File: config.mk
export PLATFORM = sky130hd
export DESIGN_NAME = ptc_cfg_regs
export DESIGN_NICKNAME = d
export VERILOG_FILES = /design/src/rtl/ptc_pkg.sv /design/src/rtl/ptc_cfg_regs.sv
export SDC_FILE = /design/constraint.sdc
export NUM_CORES = 1
export LEC_CHECK = 0
export BUFFER_PORTS_ARGS = -buffer_cell sky130_fd_sc_hd__buf_2
export CAP_MARGIN = 40
export CORE_AREA = 2 2 87 89
export DETAILED_ROUTE_END_ITERATION = 8
export DIE_AREA = 0 0 89 91
export HOLD_SLACK_MARGIN = 0.1
export PLACE_DENSITY = 0.92
export SYNTH_ARGS = -nofsm -noshare
export SYNTH_HDL_FRONTEND = slang
export SYNTH_SLANG_ARGS = --single-unit
File: constraint.sdc
create_clock -name clk -period 2.4 [get_ports clk]
set_input_delay 0.12 -clock clk [delete_from_list [all_inputs] [get_ports clk]]
set_output_delay 0.12 -clock clk [all_outputs]
set_load 0.1 [all_outputs]
File: src/rtl/ptc_pkg.sv
// shared types and constants for the pressure/temperature compensation pipeline
`default_nettype none
package ptc_pkg;

  // field widths
  localparam int RAW_W     = 24;
  localparam int CFG_W     = 16;
  localparam int CFG_IDX_W = 3;
  localparam int TEMP_W    = 19;
  localparam int PRES_W    = 32;

  // first-order temperature base, 20.00 degrees
  localparam logic signed [TEMP_W-1:0] TEMP_BASE = 19'sd2000;

  // calibration register indexes
  typedef enum logic [CFG_IDX_W-1:0] {
    REG_PRESSURE_SENS   = 3'd0,
    REG_PRESSURE_OFFSET = 3'd1,
    REG_SENS_TEMP_COEFF = 3'd2,
    REG_OFF_TEMP_COEFF  = 3'd3,
    REG_REF_TEMP        = 3'd4,
    REG_TEMP_COEFF      = 3'd5
  } ptc_reg_t;

  // calibration words
  typedef struct packed {
    logic [CFG_W-1:0] pressure_sensitivity;
    logic [CFG_W-1:0] pressure_offset;
    logic [CFG_W-1:0] sensitivity_temp_coeff;
    logic [CFG_W-1:0] offset_temp_coeff;
    logic [CFG_W-1:0] reference_temperature;
    logic [CFG_W-1:0] temperature_coeff;
  } ptc_cfg_t;

  // first-order results leaving the front end
  typedef struct packed {
    logic [RAW_W-1:0]         d1;
    logic signed [TEMP_W-1:0] temp;   // first-order temperature
    logic signed [17:0]       tdev;   // temp - 2000
    logic                     low;    // below 20 degrees
    logic [16:0]              ti;     // second-order temperature term
    logic signed [35:0]       off;
    logic signed [34:0]       sens;
  } ptc_front_t;

  // corrected terms leaving the second-order stages
  typedef struct packed {
    logic [RAW_W-1:0]         d1;
    logic signed [TEMP_W-1:0] temp;
    logic signed [37:0]       off_c;
    logic signed [36:0]       sens_c;
  } ptc_second_t;

  // stage handshake between pipeline sections
  typedef struct packed {
    logic valid;
    logic en;
  } ptc_hs_t;

endpackage
`default_nettype wire

File: src/rtl/ptc_cfg_regs.sv
// calibration register file with its write port
`default_nettype none
module ptc_cfg_regs (
  input  wire logic                          clk,
  input  wire logic                          rst,
  input  wire logic                          cfg_valid,
  output logic                               cfg_ready,
  input  wire logic [ptc_pkg::CFG_IDX_W-1:0] cfg_index,
  input  wire logic [ptc_pkg::CFG_W-1:0]     cfg_data,
  output ptc_pkg::ptc_cfg_t                  cfg
);

  // writes are always taken
  assign cfg_ready = 1'b1;

  // register decode, indexes past the list are dropped
  always_ff @(posedge clk) begin
    if (rst) begin
      cfg <= '0;
    end else if (cfg_valid && cfg_ready) begin
      unique case (cfg_index)
        ptc_pkg::REG_PRESSURE_SENS:   cfg.pressure_sensitivity   <= cfg_data;
        ptc_pkg::REG_PRESSURE_OFFSET: cfg.pressure_offset        <= cfg_data;
        ptc_pkg::REG_SENS_TEMP_COEFF: cfg.sensitivity_temp_coeff <= cfg_data;
        ptc_pkg::REG_OFF_TEMP_COEFF:  cfg.offset_temp_coeff      <= cfg_data;
        ptc_pkg::REG_REF_TEMP:        cfg.reference_temperature  <= cfg_data;
        ptc_pkg::REG_TEMP_COEFF:      cfg.temperature_coeff      <= cfg_data;
        default: ;
      endcase
    end
  end

endmodule
`default_nettype wire

==> qor.csv <==
metric;value;unit
Tmin final;1280;ps
Num CTS Buffers;9;
IO Count;119;
DP Wirelength;6.34;mm
pre-CTS setup slack;912;ps
clk sinks;96;
Synth top cells by count;nand2b_1, dfxtp_1, mux2i_1;
Crit path required time;2280;ps
Layout area overhead;22.1;%
Synth async-reset ratio;0;%
clk buf depth;2;
MaxCap Viol Count;0;
drt total wl;8.87;mm
Clock Pin Slew Worst Setup and Hold Paths;80;ps
Post-CTS Setup Inserts;0;
Top FF cell, synth;dfxtp_1;
number of flip-flops in the largest register;96;
PD cells;677;nW/um2
post-synth top area share;50.7;%
Hold Path Depth;3;
unrepaired setup endpoints after global routing;false;
share of cells above drive strength 1;30.9;%
most frequent cell after synthesis;nand2b_1;
drt initial violations;95;
Syn Inst Count;338;
Leak Pwr;2.50;nW
Critical R2R Capture;cfg[16];
CP Launch Type;flip-flop;
post-synth top area cell;dfxtp_1;
vias;2757;
post-synthesis xor/xnor area fraction;0;%
Synth Register Bits;96;
IO buf count;117;
Multi-input gate area;1750;um2
final hold vios;0;
Post-layout nets;471;
post-route setup slack;1120;ps
crit end category;output port;
Final Skew;0;ps
Slowest-stage cell, CP;buf_2;
CTS resizes;0;
die height;91;um
final-report setup violation count;0;
drt pass-1 iters;4;
average cell area after synthesis;11.2;um2
H-tree depth;3;
Tcrit/Tclk final;53.2;%
total power;3.14;mW
Crit path buffers/inverters;1;
Worst Tran Pin Value;674;ps
crit-path cells;buf_2;
Starting Density;53.2;%
DR vias/cell;4.99;
synth top area cells;dfxtp_1, mux2i_1, nand2b_1;
Worst-Skew Late Latency;340;ps
CP max FO;2;
setup_tns;0;ps
FF-to-FF path depth;2;
CP delay by family, top;buffers and inverters;
global router's overall resource usage;21.9;%
core area;7140;um2
Endpoint, Worst Hold;cfg[79];
routed wire length per instance;16.1;um
Max Slew Vio Count;0;
largest family of logic cells by synthesized area;multiplexers;
pin count of the biggest net entering global routing;28;
Die Area;8100;um2
number of synthesized flops with an enable pin;0;
IR drop worst, VDD;0.409;mV
yosys warns;0;
CTS Hold Bufs;0;
GP Congestion;0.840;
Hold Startpoint;cfg_data[15];
delay of the slowest critical-path stage;440;ps
FILL cells;585;
row count;31;
Post-route DRC;0;
Reg2Reg Setup Slack;1730;ps
status;complete, no violations;
die width;89;um
Synth Area in Compound Gates;0;%
RR Startpoint;cfg[16];
Post-DRT Antenna Nets;0;
Synth Area in Simple Gates;20.8;%
storage element area;1920;um2
Diodes inserted;0;
fmax;784;MHz
Regs by FF count;cfg (96);
CTS tree;done;
class of the tightest hold or removal check;in -> reg;
GR Overflow Total;0;
first-pass GRT wire length;13.6;mm
Syn Nets;360;
initial antenna violation count;0;
Worst Setup Path Type;reg -> out;
vias in the first global route;2700;
Mapped Area;3790;um2
sequential fraction of the synthesis area;50.7;%
Reg with most FFs;cfg;
Cell variety after synth;13;
Clk Tree Root Cell;clkbuf_8;
CP arrival;1160;ps
Rel. slew slack;54.9;%
Post-Synth Adder-Cell Area;0;%
multiplexer area fraction after synthesis;25.3;%
[power by group]
| group | switching (mW) | internal, mW |
|---|---|---|
| sequential | 0.0191 | 1.63 |
| combinational | 0.372 | 0.108 |
| clock | 0.507 | 0.504 |
| total | 0.898 | 2.24 |
[logic make-up after synthesis]
kind of cell	Yosys count
and+or+nand+nor	120
muxes	96
DFF	96
buffers and inverters	25
other	1
[worst max-delay path by stage]
stage | from | to | slack, ps | cells past startpoint
after floorplan | cfg[0] | cfg[0] | 1170 | 2
after global placement | cfg_index[1] | cfg[89] | 930 | 3
after detailed placement | cfg_index[1] | cfg[92] | 910 | 3
after CTS | cfg[94] | cfg[94] | 1120 | 1
after global routing | cfg[23] | cfg[23] | 1090 | 1
final | cfg[94] | cfg[94] | 1120 | 1
[layout by cell type, fill, tap and decap left out]
master      instances
clkinvlp_4          1
clkbuf_8           10
nand4b_1            2
clkbuf_1            2
clkinv_2            1
conb_1              1
buf_2             117
mux2i_1            96
or4b_1              1
nand2b_1          112
bufinv_16           1
buf_4               8
dfxtp_1            96
and4bb_2            1
nor4b_2             1
nand4bb_1           3
[stage by stage]
| step | hold slack (ps) | utilization (%) | std cells | cell area, um2 |
|---|---|---|---|---|
| floorplan | 338 | - | 338 | 3790 |
| global placement | 455 | 62.3 | 537 | 4450 |
| detailed placement | 461 | 62.3 | 537 | 4450 |
| CTS | 178 | 64.9 | 552 | 4630 |
| global route | 209 | 64.9 | 552 | 4630 |
| finish | 188 | 64.9 | 552 | 4630 |
[final cells by class]
class | instances | area share (%)
Clock buffer | 12 | 3.13
Tap cell | 99 | 2.67
Timing Repair Buffer | 125 | 13.9
Sequential cell | 96 | 41.5
Multi-Input combinational cell | 217 | 37.9
Clock inverter | 3 | 0.918
[routing by layer]
metal / GRT usage [%] / part of all wire (%)
met5: 0 / 0
met4: 8.33 / 1.9
met3: 4.64 / 5.4
met2: 35.9 / 48
met1: 28.1 / 45
Note: power is estimated with default switching activity, not from simulation.
