--- config.mk ---
export PLATFORM = sky130hd
export DESIGN_NAME = ptc_front
export DESIGN_NICKNAME = d
export VERILOG_FILES = /design/src/rtl/ptc_pkg.sv /design/src/rtl/ptc_front.sv
export SDC_FILE = /design/constraint.sdc
export NUM_CORES = 2
export LEC_CHECK = 0
export BUFFER_PORTS_ARGS = -buffer_cell sky130_fd_sc_hd__buf_2
export CORE_AREA = 2 2 329 396
export DETAILED_ROUTE_END_ITERATION = 12
export DIE_AREA = 0 0 331 398
export PLACE_DENSITY_LB_ADDON = 0.12
export SETUP_SLACK_MARGIN = 0.2
export SYNTH_ARGS = -nofsm -noshare
export SYNTH_HDL_FRONTEND = slang
export SYNTH_SLANG_ARGS = --single-unit
--- constraint.sdc ---
create_clock -name clk -period 10.55 [get_ports clk]
set_input_delay 0.5275 -clock clk [delete_from_list [all_inputs] [get_ports clk]]
set_output_delay 0.5275 -clock clk [all_outputs]
set_load 0.02 [all_outputs]
--- src/rtl/ptc_pkg.sv ---
// shared types and constants for the pressure/temperature compensation pipeline
`default_nettype none
package ptc_pkg;

  // field widths
  localparam int RAW_W     = 24;
  localparam int CFG_W     = 16;
  localparam int CFG_IDX_W = 3;
  localparam int TEMP_W    = 19;
  localparam int PRES_W    = 32;

  // first-order temperature base, 20.00 degrees
  localparam logic signed [TEMP_W-1:0] TEMP_BASE = 19'sd2000;

  // calibration register indexes
  typedef enum logic [CFG_IDX_W-1:0] {
    REG_PRESSURE_SENS   = 3'd0,
    REG_PRESSURE_OFFSET = 3'd1,
    REG_SENS_TEMP_COEFF = 3'd2,
    REG_OFF_TEMP_COEFF  = 3'd3,
    REG_REF_TEMP        = 3'd4,
    REG_TEMP_COEFF      = 3'd5
  } ptc_reg_t;

  // calibration words
  typedef struct packed {
    logic [CFG_W-1:0] pressure_sensitivity;
    logic [CFG_W-1:0] pressure_offset;
    logic [CFG_W-1:0] sensitivity_temp_coeff;
    logic [CFG_W-1:0] offset_temp_coeff;
    logic [CFG_W-1:0] reference_temperature;
    logic [CFG_W-1:0] temperature_coeff;
  } ptc_cfg_t;

  // first-order results leaving the front end
  typedef struct packed {
    logic [RAW_W-1:0]         d1;
    logic signed [TEMP_W-1:0] temp;   // first-order temperature
    logic signed [17:0]       tdev;   // temp - 2000
    logic                     low;    // below 20 degrees
    logic [16:0]              ti;     // second-order temperature term
    logic signed [35:0]       off;
    logic signed [34:0]       sens;
  } ptc_front_t;

  // corrected terms leaving the second-order stages
  typedef struct packed {
    logic [RAW_W-1:0]         d1;
    logic signed [TEMP_W-1:0] temp;
    logic signed [37:0]       off_c;
    logic signed [36:0]       sens_c;
  } ptc_second_t;

  // stage handshake between pipeline sections
  typedef struct packed {
    logic valid;
    logic en;
  } ptc_hs_t;

endpackage
`default_nettype wire

--- src/rtl/ptc_front.sv ---
// stages one to three: dT, the dT products and the first-order terms
`default_nettype none
module ptc_front (
  input  wire logic                      clk,
  input  wire logic                      rst,
  input  wire logic                      in_valid,
  input  wire logic [ptc_pkg::RAW_W-1:0] raw_pressure,
  input  wire logic [ptc_pkg::RAW_W-1:0] raw_temperature,
  input  wire ptc_pkg::ptc_cfg_t         cfg,
  input  wire logic                      dn_en,
  output ptc_pkg::ptc_hs_t               up,
  output logic                           out_valid,
  output ptc_pkg::ptc_front_t            out
);

  logic                      s1_valid, s2_valid;
  logic                      en1, en2, en3;
  logic [ptc_pkg::RAW_W-1:0] s1_d1, s2_d1;
  logic signed [24:0]        s1_dt;
  logic signed [24:0]        dt_next;
  logic signed [41:0]        s2_pt, s2_poff, s2_psens;
  logic [47:0]               s2_dtsq;
  logic signed [49:0]        dtsq_full;
  logic signed [17:0]        tdev_next;
  logic [51:0]               ti_full;
  ptc_pkg::ptc_front_t       out_next;

  // a stage moves when it is empty or the next one moves
  assign en3 = !out_valid || dn_en;
  assign en2 = !s2_valid || en3;
  assign en1 = !s1_valid || en2;
  assign up.valid = s1_valid;
  assign up.en    = en1;

  // valid bits
  always_ff @(posedge clk) begin
    if (rst) begin
      s1_valid  <= 1'b0;
      s2_valid  <= 1'b0;
      out_valid <= 1'b0;
    end else begin
      if (en1) s1_valid  <= in_valid;
      if (en2) s2_valid  <= s1_valid;
      if (en3) out_valid <= s2_valid;
    end
  end

  // stage one: temperature difference against the reference
  assign dt_next = $signed({1'b0, raw_temperature})
                 - $signed({1'b0, cfg.reference_temperature, 8'h00});

  always_ff @(posedge clk) begin
    if (en1) begin
      s1_d1 <= raw_pressure;
      s1_dt <= dt_next;
    end
  end

  // stage two: the four products of dT
  assign dtsq_full = s1_dt * s1_dt;

  always_ff @(posedge clk) begin
    if (en2) begin
      s2_d1    <= s1_d1;
      s2_pt    <= s1_dt * $signed({1'b0, cfg.temperature_coeff});
      s2_poff  <= s1_dt * $signed({1'b0, cfg.offset_temp_coeff});
      s2_psens <= s1_dt * $signed({1'b0, cfg.sensitivity_temp_coeff});
      s2_dtsq  <= dtsq_full[47:0];
    end
  end

  // stage three: shifts, first-order offset and sensitivity, 11 * dT^2 >> 35
  assign tdev_next = $signed(s2_pt[40:23]);
  assign ti_full   = {1'b0, s2_dtsq, 3'b000} + {3'b000, s2_dtsq, 1'b0}
                   + {4'h0, s2_dtsq};

  always_comb begin
    out_next.d1   = s2_d1;
    out_next.tdev = tdev_next;
    out_next.low  = tdev_next[17];
    out_next.temp = ptc_pkg::TEMP_BASE + ptc_pkg::TEMP_W'(tdev_next);
    out_next.ti   = ti_full[51:35];
    out_next.off  = $signed({3'b000, cfg.pressure_offset, 17'h00000})
                  + $signed(s2_poff[41:6]);
    out_next.sens = $signed({3'b000, cfg.pressure_sensitivity, 16'h0000})
                  + $signed(s2_psens[41:7]);
  end

  always_ff @(posedge clk) begin
    if (en3) out <= out_next;
  end

endmodule
`default_nettype wire

==> results.cfg <==
[logic_synthesis]
synth_top_cell_area_share = 0.472
synth-xor-area-share = 0.0265
synth_top_family_by_area = adder cells
synth_compound_area_frac = 0.0364
synth_area_sq_um = 76300
synth.mux.area_fraction = 0.000262
synthSimpleGateAreaFrac = 0.121
synth_cell_types = 70
yosys.area.top_type = fa_1
async_flop_share = 0
synth_flop_cell = edfxtp_1
syn_nets = 10115
yosys.area_share.adder = 0.561
ys_warn_count = 0
syn_inst = 7626
ys_ff_latch = 357
synth_seq_area_share = 0.140
synth_area_leaders = fa_1, edfxtp_1, inv_1
synth.avg_cell_area_sq_um = 10.0
synth-edff-count = 354

[critical_path]
worstSetupPathType = register to register
critPathRequiredTime_ns = 10.93
r2r_start = s1_dt[6]$_DFFE_PP_
crit_start = s1_dt[6]$_DFFE_PP_
cp-end-kind = register
worstRegToRegCells = 26
cp.arrival_ns = 9.07
critPathMaxFanout = 33
cp-start-kind = register

[run]
max_cap_viol_count = 0

[detailed_routing]
first_iter_violations = 2655
top_layer_used = met5
wl_per_cell_um = 18.8
wl_met2_um = 91800
num_vias = 50507
wl_um = 177000
via_per_inst = 5.36
drcViolationCount = 0
route.met3.wl_um = 9380
drt-met1-wl_um = 67400
firstDrtPassIters = 7
ant_nets = 0

[floorplanning]
io_pins = 301
core_area_sq_um = 128000
start_util = 0.596
die-height_um = 398
num_rows = 144
die_area_sq_um = 132000
die_w_um = 331

[final_layout]
final_nets = 10188
drive_above_1_share = 0.0561
final_cell_mix = inv_1, fa_1, nand2_1, and2_1, ha_1
final_common_cell = inv_1
syn_to_final_growth_pct = 5.51

[sta]
clock.fmax_ghz = 0.115
setup_viol = 0
whs_ns = 0.0659
clock_skew_ns = 0.0301
tns_ns = 0
period_needed_ns = 8.69
max_slew.worst_pin.slew_ns = 1.15
max-slew-margin-rel = 0.222
rsz0062_at_grt = false
hold_viol_final = 0
min_period_over_period = 0.823
slew_viol_final = 0

[clock_network]
clockRootBuffer = clkbuf_16
cts_tree = done
post_cts_buffers = 0
ctsResizeCount = 0
clock_path_buffers = 3
hold_buffers = 0
cts_buffers = 43
clk_latency_ns = 0.64
h-tree-depth = 2
cts_sinks = 357
path_clk_slew_ns = 0.06

[worst_hold_path]
holdPathStages = 1
hold_class = input pin to register
hold_start = raw_pressure[6]

[global_route]
grt_pass1_wl_um = 295000
track_usage = 0.287
gr-total-overflow = 0
antenna_found_initial = 12
grt_pass1_vias = 57130
grt_max_degree = 89

[placement]
io_buffers = 300
dp_hpwl_um = 141000
routabilityCongestion = 0.952

[run_status]
status = completed
-- critical path: stages, from the launching register on --
cell      delay (ns)
edfxtp_1        0.86
buf_4           0.49
nand2_1         0.18
fa_1            0.56
inv_1           0.05
fa_1            0.46
fa_1            0.54
inv_1           0.05
fa_1            0.49
inv_1           0.06
fa_1            0.46
fa_1            0.54
inv_1           0.06
fa_1            0.47
inv_1           0.04
ha_1            0.34
a21o_1          0.18
a21o_1          0.17
a221o_1         0.36
a221oi_1        0.42
nand4_1         0.15
a21oi_1         0.33
o21ai_1         0.17
a31o_2          0.32
a311oi_2        0.35
mux2i_1         0.22
nand3_1         0.08
-- sequential cells by signal, indices dropped and copies added, names as in the netlist --
register,cells
s1_dt,25
s2_d1,24
s2_psens,35
s2_pt,18
s2_valid,1
s2_poff,36
s2_dtsq,47
s1_d1,24
out_valid,1
out,145
s1_valid,1
-- kinds of logic after synthesis --
| logic type | after synthesis |
|---|---|
| adders and majority gates | 2341 |
| and+or+nand+nor | 1938 |
| AOI/OAI and AO/OA | 429 |
| muxes | 2 |
| xor gates and xnor gates | 231 |
| DFF | 357 |
| buffers and inverters | 2328 |
-- metal layers --
metal / global-route usage / up-vias
met1: 0.354 / 26282
li1: - / 22451
met5: 0 / -
met4: 0.119 / 8
met2: 0.508 / 1369
met3: 0.0382 / 397
-- final timing paths --
check,endpoint,slack (ns)
min,s1_d1[6]$_DFFE_PP_,0.07
min reg2reg,out[108]$_DFFE_PP_,0.41
max,s2_dtsq[45]$_DFFE_PP_,1.86
max reg2reg,s2_dtsq[45]$_DFFE_PP_,1.86
-- synth_stat cells (14+ instances only) --
cell type / count
o21a_1: 35
a21oi_1: 139
and2_1: 574
edfxtp_1: 354
nand3_1: 37
xor2_1: 56
o21bai_1: 14
nand2_1: 984
nand2b_1: 28
and3_1: 24
a211oi_1: 20
nor2b_1: 43
inv_1: 2007
nor2_1: 154
o21ai_0: 77
clkbuf_1: 309
xnor2_1: 175
fa_1: 1799
ha_1: 542
nand4_1: 15
a21o_1: 58
nor3_1: 36
-- per-stage QoR --
| stage | cell area (sq um) | utilization | worst slack [ns] | cells |
|---|---|---|---|---|
| 2_1_floorplan | 76300 | - | 2.94 | 7626 |
| 3_3_place_gp | 79100 | 0.618 | 2.04 | 9333 |
| 3_5_place_dp | 79100 | 0.618 | 1.95 | 9333 |
| 4_1_cts | 80500 | 0.629 | 1.91 | 9411 |
| 5_1_grt | 80500 | 0.629 | 1.48 | 9416 |
| 6_report | 80500 | 0.629 | 1.86 | 9418 |
-- final cells by class --
class                   instances  area (sq um)
repair buffers                347          1920
clock buffers                  52          1120
inverters                    2009          7550
fillers                     10685         47400
well taps                    1679          2100
clock inverters                26           255
diodes                          7          17.5
flip-flops and latches        357         10700
multi-input cells            4941         56900
Power is not shown: default switching activity piles up to over one toggle a cycle in this logic, so the estimate is an artifact.
