[src/rtl/ptc_pkg.sv]
// shared types and constants for the pressure/temperature compensation pipeline
`default_nettype none
package ptc_pkg;

  // field widths
  localparam int RAW_W     = 24;
  localparam int CFG_W     = 16;
  localparam int CFG_IDX_W = 3;
  localparam int TEMP_W    = 19;
  localparam int PRES_W    = 32;

  // first-order temperature base, 20.00 degrees
  localparam logic signed [TEMP_W-1:0] TEMP_BASE = 19'sd2000;

  // calibration register indexes
  typedef enum logic [CFG_IDX_W-1:0] {
    REG_PRESSURE_SENS   = 3'd0,
    REG_PRESSURE_OFFSET = 3'd1,
    REG_SENS_TEMP_COEFF = 3'd2,
    REG_OFF_TEMP_COEFF  = 3'd3,
    REG_REF_TEMP        = 3'd4,
    REG_TEMP_COEFF      = 3'd5
  } ptc_reg_t;

  // calibration words
  typedef struct packed {
    logic [CFG_W-1:0] pressure_sensitivity;
    logic [CFG_W-1:0] pressure_offset;
    logic [CFG_W-1:0] sensitivity_temp_coeff;
    logic [CFG_W-1:0] offset_temp_coeff;
    logic [CFG_W-1:0] reference_temperature;
    logic [CFG_W-1:0] temperature_coeff;
  } ptc_cfg_t;

  // first-order results leaving the front end
  typedef struct packed {
    logic [RAW_W-1:0]         d1;
    logic signed [TEMP_W-1:0] temp;   // first-order temperature
    logic signed [17:0]       tdev;   // temp - 2000
    logic                     low;    // below 20 degrees
    logic [16:0]              ti;     // second-order temperature term
    logic signed [35:0]       off;
    logic signed [34:0]       sens;
  } ptc_front_t;

  // corrected terms leaving the second-order stages
  typedef struct packed {
    logic [RAW_W-1:0]         d1;
    logic signed [TEMP_W-1:0] temp;
    logic signed [37:0]       off_c;
    logic signed [36:0]       sens_c;
  } ptc_second_t;

  // stage handshake between pipeline sections
  typedef struct packed {
    logic valid;
    logic en;
  } ptc_hs_t;

endpackage
`default_nettype wire

[src/rtl/ptc_press.sv]
// stages six to eight: raw pressure times sensitivity, offset removal, output register
`default_nettype none
module ptc_press (
  input  wire logic                          clk,
  input  wire logic                          rst,
  input  wire logic                          in_valid,
  input  wire ptc_pkg::ptc_second_t          in_data,
  input  wire logic                          out_stall,
  output ptc_pkg::ptc_hs_t                   up,
  output logic                               out_valid,
  output logic signed [ptc_pkg::TEMP_W-1:0]  temperature_centi,
  output logic signed [ptc_pkg::PRES_W-1:0]  pressure_centi
);

  logic                              s6_valid, s7_valid;
  logic                              en6, en7, en8;
  logic [43:0]                       s6_pp_lo;
  logic signed [41:0]                s6_pp_hi;
  logic signed [37:0]                s6_off, s7_off;
  logic signed [ptc_pkg::TEMP_W-1:0] s6_temp, s7_temp;
  logic [61:0]                       prod_full;
  logic signed [40:0]                s7_sh;
  logic signed [41:0]                diff;

  assign en8 = !out_valid || !out_stall;
  assign en7 = !s7_valid || en8;
  assign en6 = !s6_valid || en7;
  assign up.valid = s6_valid;
  assign up.en    = en6;

  // valid bits
  always_ff @(posedge clk) begin
    if (rst) begin
      s6_valid  <= 1'b0;
      s7_valid  <= 1'b0;
      out_valid <= 1'b0;
    end else begin
      if (en6) s6_valid  <= in_valid;
      if (en7) s7_valid  <= s6_valid;
      if (en8) out_valid <= s7_valid;
    end
  end

  // stage six: d1 times the low 20 and the signed high 17 bits of the sensitivity
  always_ff @(posedge clk) begin
    if (en6) begin
      s6_pp_lo <= in_data.d1 * in_data.sens_c[19:0];
      s6_pp_hi <= $signed({1'b0, in_data.d1}) * $signed(in_data.sens_c[36:20]);
      s6_off   <= in_data.off_c;
      s6_temp  <= in_data.temp;
    end
  end

  // stage seven: join the partial products, then >> 21
  assign prod_full = {s6_pp_hi, 20'h00000} + {18'h00000, s6_pp_lo};

  always_ff @(posedge clk) begin
    if (en7) begin
      s7_sh   <= $signed(prod_full[61:21]);
      s7_off  <= s6_off;
      s7_temp <= s6_temp;
    end
  end

  // stage eight: subtract the offset, then >> 15
  // the result stays within 27 bits, so the signed 32-bit clamp never engages
  assign diff = 42'(s7_sh) - 42'(s7_off);

  always_ff @(posedge clk) begin
    if (en8) begin
      temperature_centi <= s7_temp;
      pressure_centi    <= ptc_pkg::PRES_W'($signed(diff[41:15]));
    end
  end

endmodule
`default_nettype wire

[config.mk]
export PLATFORM = sky130hd
export DESIGN_NAME = ptc_press
export DESIGN_NICKNAME = d
export VERILOG_FILES = /design/src/rtl/ptc_pkg.sv /design/src/rtl/ptc_press.sv
export SDC_FILE = /design/constraint.sdc
export NUM_CORES = 2
export LEC_CHECK = 0
export BUFFER_PORTS_ARGS = -buffer_cell sky130_fd_sc_hd__buf_4
export CAP_MARGIN = 20
export CORE_ASPECT_RATIO = 0.9
export CORE_MARGIN = 10
export CORE_UTILIZATION = 45
export CTS_BUF_LIST = sky130_fd_sc_hd__clkbuf_8
export DETAILED_ROUTE_END_ITERATION = 8
export GPL_TIMING_DRIVEN = 0
export PLACE_DENSITY_LB_ADDON = 0.12
export REMOVE_ABC_BUFFERS = 1
export SYNTH_ARGS = -nofsm -noshare
export SYNTH_HDL_FRONTEND = slang
export SYNTH_SLANG_ARGS = --single-unit
[constraint.sdc]
create_clock -name clk -period 10.79 [get_ports clk]
set_clock_uncertainty 0.05 [all_clocks]
set_input_delay 2.158 -clock clk [delete_from_list [all_inputs] [get_ports clk]]
set_output_delay 2.158 -clock clk [all_outputs]
set_load 0.02 [all_outputs]
==> flow_summary.html <==
<table>
<tr><th>Metric</th><th>Value</th></tr>
<tr><th colspan="2">Drt</th></tr>
<tr><td>Iteration count of the initial detailed-routing pass</td><td>5</td></tr>
<tr><td>Number of vias after detailed routing</td><td>around 27k</td></tr>
<tr><td># DRC</td><td>0</td></tr>
<tr><td>Post-DR wirelength/cell</td><td>around 19 um</td></tr>
<tr><td>Iteration-0 DRC Markers</td><td>1474</td></tr>
<tr><td>Drt total wl</td><td>~100000 um</td></tr>
<tr><td>Per-cell via count in the routed design</td><td>around 5.1</td></tr>
<tr><td>Detail Route Antenna Nets</td><td>0</td></tr>
<tr><th colspan="2">Synthesis</th></tr>
<tr><td>Total of flip-flops plus latches after synthesis</td><td>270</td></tr>
<tr><td>Avg Synthesized Cell Area</td><td>around 9.9 sq um</td></tr>
<tr><td>Ys flop type</td><td>sky130_fd_sc_hd__edfxtp_1</td></tr>
<tr><td>Post-synthesis sequential area ratio</td><td>approximately 20%</td></tr>
<tr><td>Fraction of registers with async set/reset</td><td>0%</td></tr>
<tr><td>Largest area contributor in the synthesized netlist</td><td>sky130_fd_sc_hd__fa_1</td></tr>
<tr><td>Post-synthesis instance area</td><td>roughly 40000 sq um</td></tr>
<tr><td>Post-synthesis cell count</td><td>between 4k and 5k</td></tr>
<tr><td>Library cells used by synthesis</td><td>69</td></tr>
<tr><td>Syn. warnings</td><td>0</td></tr>
<tr><td>Cell types with the largest area share after synthesis</td><td>sky130_fd_sc_hd__fa_1, sky130_fd_sc_hd__edfxtp_1, sky130_fd_sc_hd__ha_1, sky130_fd_sc_hd__inv_1, sky130_fd_sc_hd__and2_1</td></tr>
<tr><td>Post-synth EDFFs</td><td>between 200 and 300</td></tr>
<tr><td>Area share of the largest cell type after synthesis</td><td>36.0%</td></tr>
<tr><th colspan="2">Clock tree</th></tr>
<tr><td>Number of buffers between clock root and the deepest sink</td><td>3</td></tr>
<tr><td>Skew-Pair Late Insertion Delay</td><td>roughly 0.56 ns</td></tr>
<tr><td>Level count of the clock H-tree</td><td>2</td></tr>
<tr><td>Clock tree from TritonCTS</td><td>yes</td></tr>
<tr><td>Clock transition at the registers of the reported paths</td><td>0.06 ns</td></tr>
<tr><td>Cts bufs inserted</td><td>41</td></tr>
<tr><td>Number of cells upsized or downsized after cts</td><td>0</td></tr>
<tr><td>Clock tree root buffer cell</td><td>sky130_fd_sc_hd__clkbuf_8</td></tr>
<tr><td>Number of hold buffers added after CTS</td><td>0</td></tr>
<tr><td>Number of buffers inserted by post-CTS setup repair</td><td>0</td></tr>
<tr><td>Clock net sink count</td><td>270</td></tr>
<tr><th colspan="2">Worst setup path</th></tr>
<tr><td>Worst flop-to-flop path startpoint</td><td>s6_pp_lo[21]</td></tr>
<tr><td>Worst setup path class</td><td>in -&gt; reg</td></tr>
<tr><td>CP startpoint kind</td><td>input pin</td></tr>
<tr><td>Arrival time reported for the critical path endpoint</td><td>around 9.7 ns</td></tr>
<tr><td>Beginning of the critical path</td><td>in_data[103]</td></tr>
<tr><td>Worst EP required</td><td>10.99 ns</td></tr>
<tr><td>CP Capture Type</td><td>register</td></tr>
<tr><td>Critical Path Fanout Max</td><td>37</td></tr>
<tr><th colspan="2">Run</th></tr>
<tr><td>Total of max-cap violations</td><td>0</td></tr>
<tr><th colspan="2">Floorplanning</th></tr>
<tr><td>Number of top-level design ports</td><td>~180</td></tr>
<tr><td>DIE WIDTH</td><td>about 330 um</td></tr>
<tr><td>Starting Density</td><td>45.5%</td></tr>
<tr><td>Core area</td><td>approximately 90000 sq um</td></tr>
<tr><td>Y dimension of the die</td><td>303 um</td></tr>
<tr><td>Standard-cell row count</td><td>between 100 and 150</td></tr>
<tr><td>Area enclosed by the die boundary</td><td>102000 sq um</td></tr>
<tr><th colspan="2">GRT</th></tr>
<tr><td>Global-route track usage on met2</td><td>a little under a third</td></tr>
<tr><td>Remaining Overflow, GRT</td><td>0</td></tr>
<tr><td>Pin count of the biggest net entering global routing</td><td>72</td></tr>
<tr><td>Routing usage on met1</td><td>29.7%</td></tr>
<tr><td>Peak-usage layer in the global routing report</td><td>met2</td></tr>
<tr><td>Vias in the first global route</td><td>approximately 29k</td></tr>
<tr><td>First-pass GRT wire length</td><td>between 150000 and 200000 um</td></tr>
<tr><td>Initial antenna violation count</td><td>5</td></tr>
<tr><td>GRT Total Usage</td><td>20.3%</td></tr>
<tr><td>GRT met3 Usage</td><td>3.92%</td></tr>
<tr><th colspan="2">Placed design</th></tr>
<tr><td>DP HPWL</td><td>~73000 um</td></tr>
<tr><td>Number of port buffers</td><td>175</td></tr>
<tr><td>GPL Wtd Cong</td><td>between 0.8 and 0.9</td></tr>
<tr><td>Placed cell areas</td><td>~42000 sq um</td></tr>
<tr><td>Setup Slack @ Placement</td><td>between 0.8 and 0.9 ns</td></tr>
<tr><th colspan="2">Timing</th></tr>
<tr><td>Max-slew violation count</td><td>0</td></tr>
<tr><td>Setup violators final</td><td>0</td></tr>
<tr><td>Final sum of negative setup slack</td><td>0 ns</td></tr>
<tr><td>Setup repair after global routing missed its margin</td><td>false</td></tr>
<tr><td>Hold Vio Cnt, Final</td><td>0</td></tr>
<tr><td>Maximum clock rate</td><td>0.106 GHz</td></tr>
<tr><td>Final setup margin</td><td>1.32 ns</td></tr>
<tr><td>Transition time at the pin with the least slew margin</td><td>about 0.9 ns</td></tr>
<tr><td>Final period utilization</td><td>between 80% and 90%</td></tr>
<tr><td>Final period demand of the worst path</td><td>about 9.5 ns</td></tr>
<tr><td>Slew headroom</td><td>between 30% and 40%</td></tr>
<tr><th colspan="2">Run status</th></tr>
<tr><td>Outcome</td><td>complete, no violations</td></tr>
<tr><th colspan="2">Final layout</th></tr>
<tr><td>Fillers</td><td>approximately 8.4k</td></tr>
<tr><td>Most common cell after layout, fill and taps aside</td><td>sky130_fd_sc_hd__inv_1</td></tr>
<tr><td>Fraction of final layout cells sized beyond drive strength 1</td><td>about 6.4%</td></tr>
<tr><td>Total non-filler cell area in the finished layout</td><td>43100 sq um</td></tr>
<tr><td>Core utilization of the finished layout</td><td>between 40% and 50%</td></tr>
<tr><td>Most frequent cells in the layout</td><td>sky130_fd_sc_hd__inv_1, sky130_fd_sc_hd__fa_1, sky130_fd_sc_hd__nand2_1</td></tr>
<tr><td>Number of nets in the layout</td><td>5298</td></tr>
<tr><td>Layout overhead on the synthesized area</td><td>7.42%</td></tr>
<tr><th colspan="2">Hold path</th></tr>
<tr><td>Worst min-delay path category</td><td>reg -&gt; reg</td></tr>
<tr><td>Worst Hold Launch</td><td>s6_off[17]</td></tr>
</table>
-- synth_stat cells (all sizes together), types with 43 or more instances --
library cell and n:
clkbuf 175, nand2 543, ha 357, xnor2 80, fa 721, nor2 71
xor2 43, inv 900, edfxtp 267, a21o 55, o21ai 58, a21oi 121
and2 413
-- per-layer routing --
| metal | routed length [um] | share of wire [%] |
|---|---|---|
| met1 | 48300 | 48 |
| met4 | 1420 | 1.4 |
| met5 | 0 | 0 |
| met2 | 43800 | 43 |
| met3 | 7320 | 7.3 |
-- area by class of cell --
type	count	area [sq um]	area share (%)
Antenna cell	2	5.00	0.0116
Clock inverter	30	221	0.514
Clock buffer	46	633	1.47
Sequential cell	270	8080	18.7
Tap cell	1155	1450	3.35
Inverter	900	3380	7.84
Multi-Input combinational cell	2707	28000	64.9
Timing Repair Buffer	178	1390	3.22
-- flip-flops by register name (all words and copies together) (netlist names) --
| signal | count |
|---|---|
| temperature_centi | 19 |
| s6_pp_lo | 24 |
| pressure_centi | 27 |
| s6_temp | 19 |
| s7_temp | 19 |
| out_valid | 1 |
| s7_sh | 41 |
| s6_off | 38 |
| s6_pp_hi | 42 |
| s7_off | 38 |
| s7_valid | 1 |
| s6_valid | 1 |
-- cells by family (layout without fill, tap and decap cells) --
group / after synthesis / count (layout) / synth area share [%]
XOR/XNOR: 123 / 123 / 2.68
buffers and inverters: 1086 / 1154 / 10.2
adder cells (fa/ha/maj): 1078 / 1078 / 47.1
AND/OR/NAND/NOR: 1159 / 1159 / 14.1
other: 0 / 2 / 0
multiplexers: 1 / 1 / 0.0249
AO/OA/AOI/OAI: 346 / 346 / 5.70
flip-flops: 270 / 270 / 20.1
-- path summary, 6_finish.rpt --
path	slack, ns	cells after the start	end
setup reg to reg	7.28	11	s7_sh[37]
setup / recovery	1.32	25	s6_pp_lo[32]
hold reg to reg	0.35	0	s7_off[17]
hold / removal	0.35	0	s7_off[17]
-- per-stage QoR --
step	hold WS, ns	std cells
floorplan	0.350	3877
global placement	0.351	5207
detailed placement	0.355	5210
CTS	0.347	5286
global route	0.360	5287
finish	0.348	5288
-- worst max-delay path, stage by stage --
cell	delay (ns)
sky130_fd_sc_hd__buf_4	0.50
sky130_fd_sc_hd__and2_1	0.25
sky130_fd_sc_hd__fa_1	0.44
sky130_fd_sc_hd__fa_1	0.52
sky130_fd_sc_hd__inv_1	0.05
sky130_fd_sc_hd__fa_1	0.47
sky130_fd_sc_hd__inv_1	0.05
sky130_fd_sc_hd__fa_1	0.49
sky130_fd_sc_hd__inv_1	0.05
sky130_fd_sc_hd__fa_1	0.53
sky130_fd_sc_hd__inv_1	0.05
sky130_fd_sc_hd__fa_1	0.47
sky130_fd_sc_hd__inv_1	0.05
sky130_fd_sc_hd__fa_1	0.47
sky130_fd_sc_hd__inv_1	0.04
sky130_fd_sc_hd__ha_1	0.29
sky130_fd_sc_hd__nand2_1	0.09
sky130_fd_sc_hd__o21bai_1	0.16
sky130_fd_sc_hd__a211o_1	0.30
sky130_fd_sc_hd__a31oi_1	0.19
sky130_fd_sc_hd__o31ai_1	0.22
sky130_fd_sc_hd__o41ai_1	0.88
sky130_fd_sc_hd__a211o_1	0.26
sky130_fd_sc_hd__a21oi_1	0.08
sky130_fd_sc_hd__xnor2_1	0.58
Power is left out: the tool's default activity adds up to more than one toggle a clock period on the data nets, which glitch-free logic cannot reach.
