`src/rtl/ptc_pkg.sv`:
```
// shared types and constants for the pressure/temperature compensation pipeline
`default_nettype none
package ptc_pkg;

  // field widths
  localparam int RAW_W     = 24;
  localparam int CFG_W     = 16;
  localparam int CFG_IDX_W = 3;
  localparam int TEMP_W    = 19;
  localparam int PRES_W    = 32;

  // first-order temperature base, 20.00 degrees
  localparam logic signed [TEMP_W-1:0] TEMP_BASE = 19'sd2000;

  // calibration register indexes
  typedef enum logic [CFG_IDX_W-1:0] {
    REG_PRESSURE_SENS   = 3'd0,
    REG_PRESSURE_OFFSET = 3'd1,
    REG_SENS_TEMP_COEFF = 3'd2,
    REG_OFF_TEMP_COEFF  = 3'd3,
    REG_REF_TEMP        = 3'd4,
    REG_TEMP_COEFF      = 3'd5
  } ptc_reg_t;

  // calibration words
  typedef struct packed {
    logic [CFG_W-1:0] pressure_sensitivity;
    logic [CFG_W-1:0] pressure_offset;
    logic [CFG_W-1:0] sensitivity_temp_coeff;
    logic [CFG_W-1:0] offset_temp_coeff;
    logic [CFG_W-1:0] reference_temperature;
    logic [CFG_W-1:0] temperature_coeff;
  } ptc_cfg_t;

  // first-order results leaving the front end
  typedef struct packed {
    logic [RAW_W-1:0]         d1;
    logic signed [TEMP_W-1:0] temp;   // first-order temperature
    logic signed [17:0]       tdev;   // temp - 2000
    logic                     low;    // below 20 degrees
    logic [16:0]              ti;     // second-order temperature term
    logic signed [35:0]       off;
    logic signed [34:0]       sens;
  } ptc_front_t;

  // corrected terms leaving the second-order stages
  typedef struct packed {
    logic [RAW_W-1:0]         d1;
    logic signed [TEMP_W-1:0] temp;
    logic signed [37:0]       off_c;
    logic signed [36:0]       sens_c;
  } ptc_second_t;

  // stage handshake between pipeline sections
  typedef struct packed {
    logic valid;
    logic en;
  } ptc_hs_t;

endpackage
`default_nettype wire

```
`src/rtl/ptc_second.sv`:
```
// stages four and five: second-order corrections below 20 degrees
`default_nettype none
module ptc_second (
  input  wire logic                clk,
  input  wire logic                rst,
  input  wire logic                in_valid,
  input  wire ptc_pkg::ptc_front_t in_data,
  input  wire logic                dn_en,
  output ptc_pkg::ptc_hs_t         up,
  output logic                     out_valid,
  output ptc_pkg::ptc_second_t     out
);

  logic                 s4_valid;
  logic                 en4, en5;
  ptc_pkg::ptc_front_t  s4_f;
  logic [34:0]          s4_dev;
  logic signed [35:0]   dev_full;
  logic [39:0]          offi_x31;
  logic [40:0]          sensi_x63;
  logic signed [37:0]   offi;
  logic signed [36:0]   sensi;
  logic signed [ptc_pkg::TEMP_W-1:0] ti;
  ptc_pkg::ptc_second_t out_next;

  assign en5 = !out_valid || dn_en;
  assign en4 = !s4_valid || en5;
  assign up.valid = s4_valid;
  assign up.en    = en4;

  // valid bits
  always_ff @(posedge clk) begin
    if (rst) begin
      s4_valid  <= 1'b0;
      out_valid <= 1'b0;
    end else begin
      if (en4) s4_valid  <= in_valid;
      if (en5) out_valid <= s4_valid;
    end
  end

  // stage four: square of the temperature deviation
  assign dev_full = in_data.tdev * in_data.tdev;

  always_ff @(posedge clk) begin
    if (en4) begin
      s4_f   <= in_data;
      s4_dev <= dev_full[34:0];
    end
  end

  // stage five: 31*dev>>3 and 63*dev>>5, applied only when cold
  assign offi_x31  = {s4_dev, 5'h00} - {5'h00, s4_dev};
  assign sensi_x63 = {s4_dev, 6'h00} - {6'h00, s4_dev};

  always_comb begin
    offi  = '0;
    sensi = '0;
    ti    = '0;
    if (s4_f.low) begin
      offi  = $signed({1'b0, offi_x31[39:3]});
      sensi = $signed({1'b0, sensi_x63[40:5]});
      ti    = $signed({2'b00, s4_f.ti});
    end
    out_next.d1     = s4_f.d1;
    out_next.temp   = s4_f.temp - ti;
    out_next.off_c  = 38'(s4_f.off) - offi;
    out_next.sens_c = 37'(s4_f.sens) - sensi;
  end

  always_ff @(posedge clk) begin
    if (en5) out <= out_next;
  end

endmodule
`default_nettype wire

```
`config.mk`:
```
export PLATFORM = sky130hd
export DESIGN_NAME = ptc_second
export DESIGN_NICKNAME = d
export VERILOG_FILES = /design/src/rtl/ptc_pkg.sv /design/src/rtl/ptc_second.sv
export SDC_FILE = /design/constraint.sdc
export NUM_CORES = 1
export LEC_CHECK = 0
export ABC_AREA = 1
export BUFFER_PORTS_ARGS = -buffer_cell sky130_fd_sc_hd__buf_2
export CORE_MARGIN = 2
export CORE_UTILIZATION = 48
export DETAILED_ROUTE_END_ITERATION = 7
export PLACE_DENSITY = 0.73
export RECOVER_POWER = 100
export SKIP_CTS_REPAIR_TIMING = 1
export SLEW_MARGIN = 10
export SYNTH_ARGS = -nofsm -noshare
export SYNTH_HDL_FRONTEND = slang
export SYNTH_SLANG_ARGS = --single-unit
```
`constraint.sdc`:
```
create_clock -name clk -period 10.45 [get_ports clk]
set_input_delay 0.5225 -clock clk [delete_from_list [all_inputs] [get_ports clk]]
set_output_delay 0.5225 -clock clk [all_outputs]
set_load 0.005 [all_outputs]
```
==> key figures, run 1 <==
Yosys
  • Yosys cell types: 46
  • Post-synth EDFFs: 284
  • Cell taking the most area after synthesis: edfxtp_1
  • Post-Synthesis Cells: 4350
  • Yosys top cell area share: 0.262
  • FFs w/ async S/R, synth: 0
  • Synthesis-stage register bit count: 286
  • Sequential cell area fraction in the yosys report: 0.263
  • Post-synth top flop: edfxtp_1
  • Net count after synthesis: 5049
  • Synthesized area: 0.0325 mm2
  • Ys Warns: 0
  • Top cells by area, synth: edfxtp_1 (26%), fa_1 (18%), nand2_1 (15%), inv_1 (12%), ha_1 (9.7%)
  • Mean area per synthesized cell: 7.48 um2

Final layout
  • Area grow syn2layout: 9.71%
  • Commonest non-fill, non-tap cell in the layout: nand2_1
  • Most frequent cells in the layout: nand2_1 (1260), inv_1 (1046), nor2_1 (342)
  • Multi-input logic area: 0.0198 mm2
  • Share of layout cells above drive strength 1: 0.0606
  • Nets: 5312
  • Area occupied by registers: 0.00857 mm2
  • Non-filler cells in the finished layout: 5512
  • Fill cells: 6561

Drt
  • Routed Antenna Nets: 0
  • Vias per cell: 5.08
  • WL final: 94100 um
  • Routed vias: 28000
  • Avg WL per Cell: 17.1 um
  • Residual DRC: 0
  • Drt pass-1 iters: 8
  • Initial DRC Count: 1936

Timing
  • RSZ-0062 raised after global routing: no
  • Fin. Hold Viols: 0
  • Final setup fails: 0
  • Max-slew violation count: 388
  • Tmin final: 6700 ps
  • Least-Margin Pin Slew: 3540 ps
  • Max Freq: 0.149 GHz
  • Clk_skew: 33.3 ps
  • WHS: 73.9 ps
  • Sum Neg Setup Slack: 0 ps
  • Slew headroom: -1.36
  • Tcrit/Tclk final: 0.641

Worst setup path
  • Crit path buf inv count: 3
  • Critical Path RT: 10800 ps
  • Slowest CP cell: clkbuf_1
  • CP top delay family: buffers and inverters
  • CP max stage delay: 2340 ps
  • Crit end category: register
  • Critical path, cell by cell: clkbuf_1 > clkinv_1 > clkbuf_1 > a21oi_1 > o21ai_0 > ha_1 > nand2_1 > nand2_1 > o21bai_1 > a21oi_1 > nand3_1 > nand2_1 > nand2_1 > nand2_1 > nand2_1
  • Most used cell, CP: nand2_1
  • Worst EP arrival: 7050 ps
  • Crit Path Max Fanout: 57
  • Critical path type: register to register
  • Crit start category: register

Die
  • Die Width: 264 um
  • I/O Pins: 275
  • Core area: 0.0672 mm2
  • Die ar.: 0.0699 mm2
  • Initial Utilization: 0.484
  • Die Span Y: 264 um
  • Rows: 95

Run status
  • Violated checks: max-capacitance violations, max-slew violations
  • Status: finished with violations

Placed design
  • Placed insts: 5454
  • I/O Buffers: 274
  • Post-DP HPWL: 80200 um
  • RD Place Congestion: 0.987

CTS
  • TritonCTS clock tree: yes
  • CTS Buf Count: 30
  • Bufs on Longest Clock Path: 3
  • Clk pin slew, worst setup/hold paths: 70 ps
  • Clock Latency Late Sink: 620 ps
  • CTS Sinks: 286
  • CTS root buf: clkbuf_16
  • H-tree levels: 1

Global route
  • Initial antenna violation count: 5
  • Gr ovfl total: 0
  • Pin count of the biggest net entering global routing: 67
  • Global Route Usage Sum: 0.269
  • Vias in the first global route: 27700
  • First-pass GRT wire length: 148000 um

Worst hold path
  • Hold/Removal Path Class: primary input to register

Job
  • Max-cap viol count: 7
registers in the layout, summed over array words and instances (netlist names):
register	cells
out_valid	1
s4_dev	34
out_next	24
s4_valid	1
out	118
s4_f	108
cells in the mapped netlist, drive strengths merged, types with 2 or more instances:
cell type and number:
a21boi 6, a21o 6, a21oi 203, a31oi 3, and2 3, and3 3
buf 14, clkbuf 34, dfxtp 2, edfxtp 284, fa 294, ha 251
inv 1051, nand2 1270, nand3 237, nand3b 14, nand4 57, nor2 348
nor3 28, nor4 2, o211ai 5, o21a 2, o21ai 108, o21bai 33
or2 9, xnor2 19, xor2 61
final timing paths:
check | start | to | slack [ps] | cells after the start
hold / removal | in_data[48] | s4_f[48]$_DFFE_PP_ | 70 | 1
setup / recovery | s4_f[88]$_DFFE_PP_ | out[73]$_DFFE_PP_ | 3750 | 15
hold reg to reg | out_next[115]$_DFFE_PP_ | out[115]$_DFFE_PP_ | 400 | 0
setup reg to reg | s4_f[88]$_DFFE_PP_ | out[73]$_DFFE_PP_ | 3750 | 15
logic make-up after synthesis:
family	share of synthesized area
AO/OA/AOI/OAI	0.0621
buffers and inverters	0.127
flip-flops	0.263
AND/OR/NAND/NOR	0.248
adder cells (fa/ha/maj)	0.278
XOR/XNOR	0.0215
layout make-up:
cell class	count	share of cell area
antenna	3	0.000210
clock buffer	43	0.0230
clock inverter	12	0.00463
inverter	1052	0.111
multi-input combinational	2964	0.555
sequential	286	0.240
tap	873	0.0306
timing repair buffer	279	0.0363
metrics by stage:
stage          cell area (um2)   util  setup slack, ps
6_report                 35700  0.531             3750
5_1_grt                  35700  0.531             3490
4_1_cts                  35800  0.534             4470
3_5_place_dp             34900  0.519             3810
3_3_place_gp             34900  0.519             3900
2_1_floorplan            32500      -             4290
metal layers:
layer,global-route usage,part of all wire,routed length [um]
met5,0,0.00030,28
met4,0.0851,0.032,3020
met3,0.0246,0.054,5100
met2,0.475,0.49,45800
met1,0.349,0.43,40100
worst register-to-register path, cell delays in order, from the launching register on:
cell	delay (ps)
edfxtp_1	320
clkbuf_1	2340
clkinv_1	330
clkbuf_1	780
a21oi_1	320
o21ai_0	230
ha_1	410
nand2_1	90
nand2_1	70
o21bai_1	250
a21oi_1	500
nand3_1	390
nand2_1	200
nand2_1	60
nand2_1	60
nand2_1	80
Power of run 1 is left out: the tool's default activity adds up to more than one toggle a clock period on the data nets, which glitch-free logic cannot reach.
==> run 2: changes to the inputs <==
ABC_AREA = 0   (was 1)
PLACE_DENSITY = 0.74   (was 0.73)
clock period = 6.4 ns   (was 10.45 ns; I/O delays follow)
==> key figures, run 2 <==
Run status
  • Status: finished with violations
  • Violated checks: max-capacitance violations, max-slew violations

Timing
  • Tcrit/Tclk final: 0.931
  • Fin. Hold Viols: 0 (unchanged)
  • Setup WS post-layout: 440 ps (-3310 ps)
  • Sum Neg Setup Slack: 0 ps (unchanged)
  • Clk_skew: 42.0 ps (+8.73 ps)
  • Max Freq: 0.168 GHz
  • Tmin final: 5960 ps
  • Slew headroom: -1.06 (+0.306)
  • Max-slew violation count: 299 (-23%)
  • WHS: 107 ps (+32.7 ps)
  • RSZ-0062 raised after global routing: no
  • Least-Margin Pin Slew: 3080 ps (-466 ps)
  • Final setup fails: 0 (unchanged)

Yosys
  • Sequential cell area fraction in the yosys report: 0.315 (+0.0515)
  • Compound-Gate Fraction of Synth Area: 0.109 (+0.0470)
  • Synthesized area: 0.0272 mm2 (-16%)
  • Leading cell type by number of instances after synthesis: inv_1
  • Post-Synth Adder-Cell Area: 0.332 (+0.0543)
  • Largest family of logic cells by synthesized area: adder cells
  • Yosys cell types: 82 (+78%)
  • Top cells by area, synth: edfxtp_1 (31%), fa_1 (22%), ha_1 (12%), inv_1 (7.2%), xnor2_1 (3.3%)
  • Yosys top cell area share: 0.314 (+0.0513)
  • Most frequent cells after synthesis: inv_1 (525), fa_1 (294), edfxtp_1 (284)
  • FFs w/ async S/R, synth: 0 (unchanged)
  • Synthesis-stage register bit count: 286 (unchanged)
  • Post-synth top flop: edfxtp_1
  • Post-Synthesis Cells: 2637 (-39%)
  • Post-synthesis mux area share: 0.00437 (+0.00437)
  • Xor/xnor share of the synthesized area: 0.0470 (+0.0255)
  • Ys Warns: 0 (unchanged)
  • Mean area per synthesized cell: 10.3 um2 (+38%)
  • Simple-Gate Fraction of Synth Area: 0.114 (-0.135)
  • Post-synth EDFFs: 284 (unchanged)
  • Net count after synthesis: 3336 (-34%)
  • Cell taking the most area after synthesis: edfxtp_1

Final layout
  • Area grow syn2layout: 17.6%
  • Share of layout cells above drive strength 1: 0.0986 (+0.0380)
  • Largest register by flop count: out
  • Most frequent cells in the layout: inv_1 (524), fa_1 (294), edfxtp_1 (284)
  • Nets: 3791 (-29%)
  • Max FFs per register: 118 (unchanged)
  • Commonest non-fill, non-tap cell in the layout: inv_1
  • Top Registers: out x118, s4_f x108, s4_dev x34

CTS
  • Clock Latency Late Sink: 580 ps (-40 ps)
  • Bufs on Longest Clock Path: 3 (unchanged)
  • Clk pin slew, worst setup/hold paths: 60 ps (about the same)
  • TritonCTS clock tree: yes
  • CTS root buf: clkbuf_16
  • CTS Sinks: 286 (unchanged)
  • H-tree levels: 1 (unchanged)
  • CTS Buf Count: 28 (-6.7%)

Worst setup path
  • Most used cell, CP: fa_1
  • Worst EP arrival: 6250 ps (-800 ps)
  • Critical path type: primary input to register
  • Crit. Startpoint: in_data[98]
  • Reg-to-reg slack, setup: 570 ps (-3180 ps)
  • Crit start category: primary input
  • Crit Path Max Fanout: 12 (-79%)
  • Critical path, cell by cell: buf_2 > inv_1 > nor2_1 > fa_1 > fa_1 > inv_1 > fa_1 > fa_1 > inv_1 > fa_1 > inv_1 > fa_1 > inv_1 > ha_1 > a21o_1 > a21oi_1 > nand2b_1 > o21a_1 > o2111ai_1 > nand3_1 > a31o_2 > a211oi_1 > nor3_1
  • RR Startpoint: s4_dev[7]$_DFFE_PP_
  • Worst r2r dst: out[74]$_DFFE_PP_
  • Slowest CP cell: fa_1
  • Critical Path RT: 6690 ps (-4110 ps)
  • CP max stage delay: 540 ps (-1800 ps)
  • Worst setup endpoint: s4_dev[31]$_DFFE_PP_
  • Crit end category: register
  • R2R cell count: 21 (+6)

Global route
  • Initial antenna violation count: 4 (-1)
  • Gr ovfl total: 0 (unchanged)
  • First-pass GRT wire length: 107000 um (-28%)
  • Global Route Usage Sum: 0.227 (-0.0423)
  • Pin count of the biggest net entering global routing: 74 (+10%)
  • Vias in the first global route: 20600 (-26%)

Drt
  • Vias per cell: 5.31 (+4.4%)
  • Routed vias: 20600 (-27%)
  • Residual DRC: 0 (unchanged)
  • Avg WL per Cell: 18.1 um (+5.9%)
  • Routed Antenna Nets: 0 (unchanged)
  • Initial DRC Count: 1321 (-32%)
  • WL final: 70000 um (-26%)
  • Drt pass-1 iters: 5 (-3)

Die
  • Die ar.: 0.0586 mm2 (-16%)
  • Initial Utilization: 0.484 (about the same)
  • Die Span Y: 242 um (-8.4%)
  • Die Width: 242 um (-8.4%)
  • I/O Pins: 275 (unchanged)
  • Rows: 87 (-8.4%)
  • Core area: 0.0562 mm2 (-16%)

Placed design
  • I/O Buffers: 274 (unchanged)
  • DP Worst Slack: -98.6 ps (-3910 ps)
  • Post-DP HPWL: 55300 um (-31%)
  • RD Place Congestion: 0.943 (-4.5%)

Job
  • Max-cap viol count: 5 (-2)

Worst hold path
  • Hold/Removal Path Class: primary input to register
[run 2: changes by cell type after synthesis, sizes merged, moves of 39 or more]
cell   before  now
a21o        6   70
a21oi     203  106
and2        3   48
inv      1051  525
nand2    1270  222
nand3     237   39
nand4      57   18
nor2      348  131
xnor2      19  104
[run 2: routing by layer]
layer  share of wire  vias to the layer above  global-route usage
met5               0                        -                   0
met4           0.022                        0              0.0528
met3           0.059                      104              0.0241
met2            0.49                      668               0.402
met1            0.43                    10100               0.299
li1                -                     9713                   -
[run 2: cell type report]
type	count	area [um2]
multi-input combinational	1779	16500
antenna	4	10.0
sequential	286	8570
clock inverter	22	272
timing repair buffer	472	3050
fill	4745	24200
tap	756	946
clock buffer	29	704
inverter	525	1970
[run 2: cells by family after synthesis]
group	Yosys count
compound gates	440
xor+xnor	146
fa+ha+maj	545
buf+inv	572
flops	286
mux	11
simple gates	637
[run 2: worst min-delay path by stage]
stage,startpoint,end,slack [ps],cells past startpoint
detailed placement,out_next[103]$_DFFE_PP_,out[103]$_DFFE_PP_,400,0
floorplan,rst,out_valid$_SDFFE_PP0P_,390,1
global placement,out_next[104]$_DFFE_PP_,out[104]$_DFFE_PP_,400,0
global route,dn_en,out_valid$_SDFFE_PP0P_,120,4
finish,dn_en,out_valid$_SDFFE_PP0P_,110,4
CTS,rst,s4_valid$_SDFFE_PP0P_,-120,2
[run 2: through the flow]
stage	instance area (um2)	std cells	util
after floorplan	27200	2637	-
after global placement	29800	3684	0.531
after detailed placement	29800	3684	0.531
after CTS	30800	3735	0.549
after global routing	32000	3871	0.569
final	32000	3873	0.570
[run 2: critical path: cells and delay by family]
family	cells	cell delay (ps)
AOI/OAI and AO/OA	6	1440
and+or+nand+nor	4	590
adders and majority gates	7	3330
buffers and inverters	6	550
Power of run 2 is left out for the same reason.
